===== src/hdl/assert_macros.svh =====
// ----------------------------------------------------------------------------
// assertion macros shared by the ellipse tessellator modules
// ----------------------------------------------------------------------------
`ifndef ASSERT_MACROS_SVH
`define ASSERT_MACROS_SVH

// same-cycle implication, sampled on clock, off during reset
`define EOT_ASSERT_IMP(label, ante, cons, msg) \
   label: assert property (@(posedge clock) disable iff (reset) (ante) |-> (cons)) \
      else $error(msg);

// next-cycle implication, sampled on clock, off during reset
`define EOT_ASSERT_NXT(label, ante, cons, msg) \
   label: assert property (@(posedge clock) disable iff (reset) (ante) |=> (cons)) \
      else $error(msg);

`endif


===== src/hdl/eot_pkg.sv =====
// ----------------------------------------------------------------------------
// eot_pkg
// types, widths and helper functions for the ellipse outline tessellator
// ----------------------------------------------------------------------------
package eot_pkg;

   localparam int SEGMENTS_DEFAULT = 10;
   localparam int QUEUE_DEPTH      = 2;

   localparam int COORD_W = 32;
   localparam int NEG_W   = COORD_W + 1;      // negated axis, exact
   localparam int COEF_W  = 18;               // signed Q1.16 coefficient
   localparam int PROD_W  = COORD_W + COEF_W; // one axis times one coefficient
   localparam int SUM_W   = PROD_W + 1;
   localparam int FRAC_W  = 16;
   localparam int PT_W    = SUM_W - FRAC_W;   // rounded outline point
   localparam int END_W   = PT_W + 1;         // center plus or minus point

   typedef logic signed [COORD_W-1:0] eot_coord_type;
   typedef logic signed [NEG_W-1:0]   eot_neg_type;
   typedef logic signed [PT_W-1:0]    eot_point_type;

   typedef struct packed {
      eot_coord_type center_x;
      eot_coord_type center_y;
      eot_coord_type center_z;
      eot_coord_type major_x;
      eot_coord_type major_y;
      eot_coord_type major_z;
      eot_coord_type minor_x;
      eot_coord_type minor_y;
      eot_coord_type minor_z;
   } eot_req_type;

   typedef struct packed {
      eot_coord_type start_x;
      eot_coord_type start_y;
      eot_coord_type start_z;
      eot_coord_type end_x;
      eot_coord_type end_y;
      eot_coord_type end_z;
      logic          last_segment;
   } eot_rsp_type;

   // one ellipse as queued between front and back, per-axis lanes x, y, z
   typedef struct packed {
      eot_coord_type [2:0] center;
      eot_coord_type [2:0] major;
      eot_coord_type [2:0] minor;
      eot_neg_type   [2:0] neg_major;
   } eot_job_type;

   // integer square root, used for the coefficient table at elaboration
   function automatic logic [63:0] isqrt64(input logic [63:0] x_arg);
      logic [63:0] x;
      logic [63:0] r;
      logic [63:0] b;
      x = x_arg;
      r = '0;
      b = 64'h4000_0000_0000_0000;
      for (int s = 0; s < 32; s++) begin
         if (x >= r + b) begin
            x = x - (r + b);
            r = (r >> 1) + b;
         end else begin
            r = r >> 1;
         end
         b = b >> 2;
      end
      return r;
   endfunction

   // clamp to the signed 32-bit range
   function automatic eot_coord_type sat32(input logic signed [END_W-1:0] v);
      eot_coord_type res;
      if ((&v[END_W-1:COORD_W-1]) || !(|v[END_W-1:COORD_W-1])) begin
         res = v[COORD_W-1:0];
      end else if (v[END_W-1]) begin
         res = {1'b1, {(COORD_W-1){1'b0}}};
      end else begin
         res = {1'b0, {(COORD_W-1){1'b1}}};
      end
      return res;
   endfunction

endpackage


===== src/hdl/eot_front.sv =====
// ----------------------------------------------------------------------------
// eot_front
// input register: takes an ellipse, splits it into lanes, forms -major
// ----------------------------------------------------------------------------
module eot_front import eot_pkg::*; (
   input  logic        clock,
   input  logic        reset,
   input  logic        req_valid,
   output logic        req_stall,
   input  eot_req_type req_data,
   output logic        push,
   output eot_job_type push_job,
   input  logic        full
);

   logic        valid_ff, valid_in;
   eot_job_type job_ff, job_in;
   logic        take;

   assign req_stall = valid_ff && full;
   assign take      = req_valid && !req_stall;
   assign push      = valid_ff && !full;
   assign push_job  = job_ff;

   always_comb begin
      job_in              = job_ff;
      job_in.center[0]    = req_data.center_x;
      job_in.center[1]    = req_data.center_y;
      job_in.center[2]    = req_data.center_z;
      job_in.major[0]     = req_data.major_x;
      job_in.major[1]     = req_data.major_y;
      job_in.major[2]     = req_data.major_z;
      job_in.minor[0]     = req_data.minor_x;
      job_in.minor[1]     = req_data.minor_y;
      job_in.minor[2]     = req_data.minor_z;
      // first outline point is the far end of the major axis
      job_in.neg_major[0] = -NEG_W'(req_data.major_x);
      job_in.neg_major[1] = -NEG_W'(req_data.major_y);
      job_in.neg_major[2] = -NEG_W'(req_data.major_z);
   end

   always_comb begin
      valid_in = valid_ff;
      if (take) begin
         valid_in = 1'b1;
      end else if (push) begin
         valid_in = 1'b0;
      end
   end

   always_ff @(posedge clock) begin
      if (reset) begin
         valid_ff <= 1'b0;
      end else begin
         valid_ff <= valid_in;
      end
   end

   always_ff @(posedge clock) begin
      if (take) begin
         job_ff <= job_in;
      end
   end

endmodule


===== config.mk =====
export PLATFORM = sky130hd
export DESIGN_NAME = eot_front
export DESIGN_NICKNAME = d
export VERILOG_FILES = /design/src/hdl/assert_macros.svh /design/src/hdl/eot_pkg.sv /design/src/hdl/eot_front.sv
export SDC_FILE = /design/constraint.sdc
export NUM_CORES = 1
export LEC_CHECK = 0
export BUFFER_PORTS_ARGS = -buffer_cell sky130_fd_sc_hd__clkbuf_2
export CAP_MARGIN = 0
export CORE_AREA = 2 2 264 266
export CTS_CLUSTER_DIAMETER = 150
export DETAILED_ROUTE_END_ITERATION = 12
export DIE_AREA = 0 0 266 268
export HOLD_SLACK_MARGIN = 0.02
export SETUP_SLACK_MARGIN = 0.05
export SYNTH_ARGS = -nofsm -noshare
export SYNTH_HDL_FRONTEND = slang
export SYNTH_SLANG_ARGS = --single-unit

===== constraint.sdc =====
create_clock -name clock -period 23.3 [get_ports clock]
set_input_delay 1.165 -clock clock [delete_from_list [all_inputs] [get_ports clock]]
set_output_delay 1.165 -clock clock [all_outputs]
set_load 0.005 [all_outputs]

==> reports/metrics.yaml <==
clocking:
  cts_tree: "built"
  numCtsBuffers: 44
  cts_sinks: 385
  cts_resized: 0
  clkTransAtPathRegs_ns: 0.06
  cts_setup_buffers: 0
  max-clock-path-buffers: 3
  insertion_delay_ns: 0.55
  cts_max_level: 2
  cts.root.buffer_cell: "clkbuf_16"
  hold_buffers: 0
critical_path:
  critPathCaptureType: "flop"
  path_cells: "clkbuf_2 -> and2_1 -> nor2b_4 -> buf_12 -> buf_4 -> buf_4"
  worstPathArrival_ns: 4.02
  slowest_delay_ns: 0.80
  path_buf_inv: 4
  ff2ff_setup_slack_ns: 19.87
  critPathSlowestCell: "buf_4"
  start_kind: "input pin"
  critical_path.top_delay_family: "buffers and inverters"
  worstPathRequired_ns: 23.48
  cp_max_fo: 170
  critPathKind: "input pin to flop"
  cpMostUsedCell: "buf_4"
route:
  wirelength_um: 43200
  dr.pass1.iters: 4
  vias: 8723
  antenna_left: 0
  drc: 0
  viasPerCell: 3.81
  drt-initial-drc-count: 591
  post_drt_wl_per_cell_um: 18.8
global_routing:
  grt_use_met2_pct: 19.2
  top_usage_layer: "met2"
  grt-ovfl-total: 0
  grt_pass1_vias: 8880
  grt_util_met1_pct: 13.2
  grt_pass1_wl_um: 58900
  grt_start_max_net_pins: 171
  track_usage_pct: 11.3
  grt_antenna_before_repair: 2
  gr-usage-met3_pct: 3.85
logic_synthesis:
  ys_seq_elements: 385
  syn_area_per_cell_um2: 20.4
  yosysTopAreaCell: "edfxtp_1"
  synth_cells: 656
  syn_nets: 952
  async_reset_ff_share_pct: 0
  synth_most_common_cell: "edfxtp_1"
  yosys_warnings: 0
  synth_common_cells: "384 x edfxtp_1, 58 x xnor2_1, 36 x nor2_1, 31 x nor3_1, 29 x xor2_1"
  synth-edff-count: 384
  synth_top_area_share_pct: 86.2
  ys_top_cells_by_area: "edfxtp_1 86%, xnor2_1 3.8%, xor2_1 1.9%, nor3_1 1.2%, nor2_1 1.0%"
  yosysSeqAreaShare_pct: 86.4
  yosysUniqueCellTypes: 34
  syn_area_um2: 13400
  ys.flop_type: "edfxtp_1"
layout:
  nFillCells: 6913
  finalNetCount: 1675
  multi_input_area_um2: 1750
  area_growth_pct: 44.1
  drive_above_1_share_pct: 54.1
  seqCellArea_um2: 11600
sta:
  finalCritPeriodShare_pct: 16.5
  drv_slew: 0
  setup_tns_ns: 0
  worst_pin_slew_ns: 1.18
  finClkSkew_ns: 0.0166
  period_needed_ns: 3.84
  slew_headroom_pct: 21.2
  setup_viol: 0
  fmax_mhz: 260
  hold_viol: 0
  rsz0062_at_grt: "no"
  fin_hold_ws_ns: 0.677
floorplan:
  io_pins: 681
  rows: 96
  die_h_um: 268
  die_x_um: 266
  coreArea_um2: 68200
  die_area_um2: 71300
  start_util_pct: 19.6
outcome:
  outcome: "complete, no violations"
power_and_ir_drop:
  cellPowerDensity_nw_per_um2: 83.5
  switchingPower_w: 0.000360
  power_frac_comb_pct: 7.2
  power_frac_clock_pct: 41.4
  switching_share_pct: 22.3
  p_leak_nw: 7.66
  internal_power_w: 0.00125
  pwr-share-seq_pct: 51.4
  ir_drop_mv: 0.0481
worst_hold_path:
  hp-class: "flop to flop"
place:
  hpwlAfterDp_um: 33900
  io_buffers: 680
  place.gp.congestion: 0.819
run:
  drv_cap: 0
==> cells by family (layout without fill, tap and decap cells) <==
logic type	Yosys count	in the layout	synth area share (%)
AOI/OAI and AO/OA	5	5	0.234
xor gates and xnor gates	87	87	5.70
adders and majority gates	4	4	0.374
buffers and inverters	14	766	0.543
DFF	385	385	86.4
other	0	1	0
and+or+nand+nor	161	161	6.76
==> metrics by stage <==
| step | utilization [%] | cell area, um2 | cells | power (W) | setup WS, ns |
|---|---|---|---|---|---|
| final | 28.2 | 19300 | 2291 | 0.00161 | 19.46 |
| after global routing | 28.2 | 19300 | 2290 | 0.00167 | 19.29 |
| after CTS | 28.2 | 19300 | 2290 | 0.00163 | 19.51 |
| after detailed placement | 26.2 | 17900 | 2215 | 0.000960 | 18.90 |
| after global placement | 26.2 | 17900 | 2215 | 0.000957 | 19.01 |
| after floorplan | - | 13400 | 656 | 0.000889 | 3.85 |
==> state kept, by name, indices dropped and copies added (netlist names) <==
name / cells
valid_ff: 1
push_job: 384
==> power by group through the flow <==
stage	Clock, W	Combinational [W]	Sequential [W]
6_report	0.000666	0.000116	0.000827
5_1_grt	0.000712	0.000127	0.000830
4_1_cts	0.000688	0.000119	0.000827
3_5_place_dp	0	0.000119	0.000841
3_3_place_gp	0	0.000117	0.000840
2_1_floorplan	0	0.0000229	0.000867
==> cell type report <==
cell class	instances	area share, %
Tap cell	882	5.73
Clock inverter	22	1.16
Clock buffer	53	5.99
Timing Repair Buffer	685	17.9
Sequential cell	385	60.0
Inverter	6	0.117
Antenna cell	1	0.0130
Multi-Input combinational cell	257	9.11
==> layout by cell type (no fill, tap or decap), types with 2 or more instances in the layout <==
| cell type | synthesis | final |
|---|---|---|
| clkbuf_1 | 3 | 7 |
| nor2_1 | 36 | 36 |
| inv_6 | 0 | 3 |
| nand3b_1 | 2 | 2 |
| clkbuf_8 | 0 | 2 |
| and3_1 | 2 | 2 |
| nor3_2 | 3 | 3 |
| clkinv_4 | 0 | 2 |
| a21oi_1 | 3 | 3 |
| nor2b_1 | 4 | 3 |
| clkbuf_16 | 0 | 44 |
| or3_1 | 15 | 15 |
| or4_1 | 11 | 11 |
| and2_1 | 2 | 2 |
| xor2_1 | 29 | 29 |
| clkinvlp_4 | 0 | 4 |
| clkbuf_2 | 0 | 680 |
| clkinv_2 | 0 | 8 |
| nand2b_1 | 6 | 6 |
| edfxtp_1 | 384 | 384 |
| ha_1 | 4 | 4 |
| inv_1 | 6 | 6 |
| xnor2_1 | 58 | 58 |
| buf_4 | 3 | 4 |
| nand3_1 | 5 | 5 |
| nor4_1 | 16 | 16 |
| nand2_1 | 20 | 20 |
| nor3_1 | 31 | 31 |
| bufinv_16 | 0 | 3 |
==> path summary, 6_finish.rpt <==
path / endpoint / from / cells past startpoint
setup / recovery: push_job[382] / full / 6
hold / removal: valid_ff / valid_ff / 3
setup reg to reg: push_job[382] / valid_ff / 5
hold reg to reg: valid_ff / valid_ff / 3
==> layer usage <==
metal  share of wire [%]  up-vias
li1                    -     3984
met1                  39     4280
met2                  50      392
met3                 8.5       65
met4                 2.6        2
met5               0.016        -
==> worst min-delay path, delay by kind of cell (launching register included) <==
family / cells / cell delay [ns]
and+or+nand+nor: 3 / 0.33
DFF: 1 / 0.31
Power figures use the tool's default switching activity.
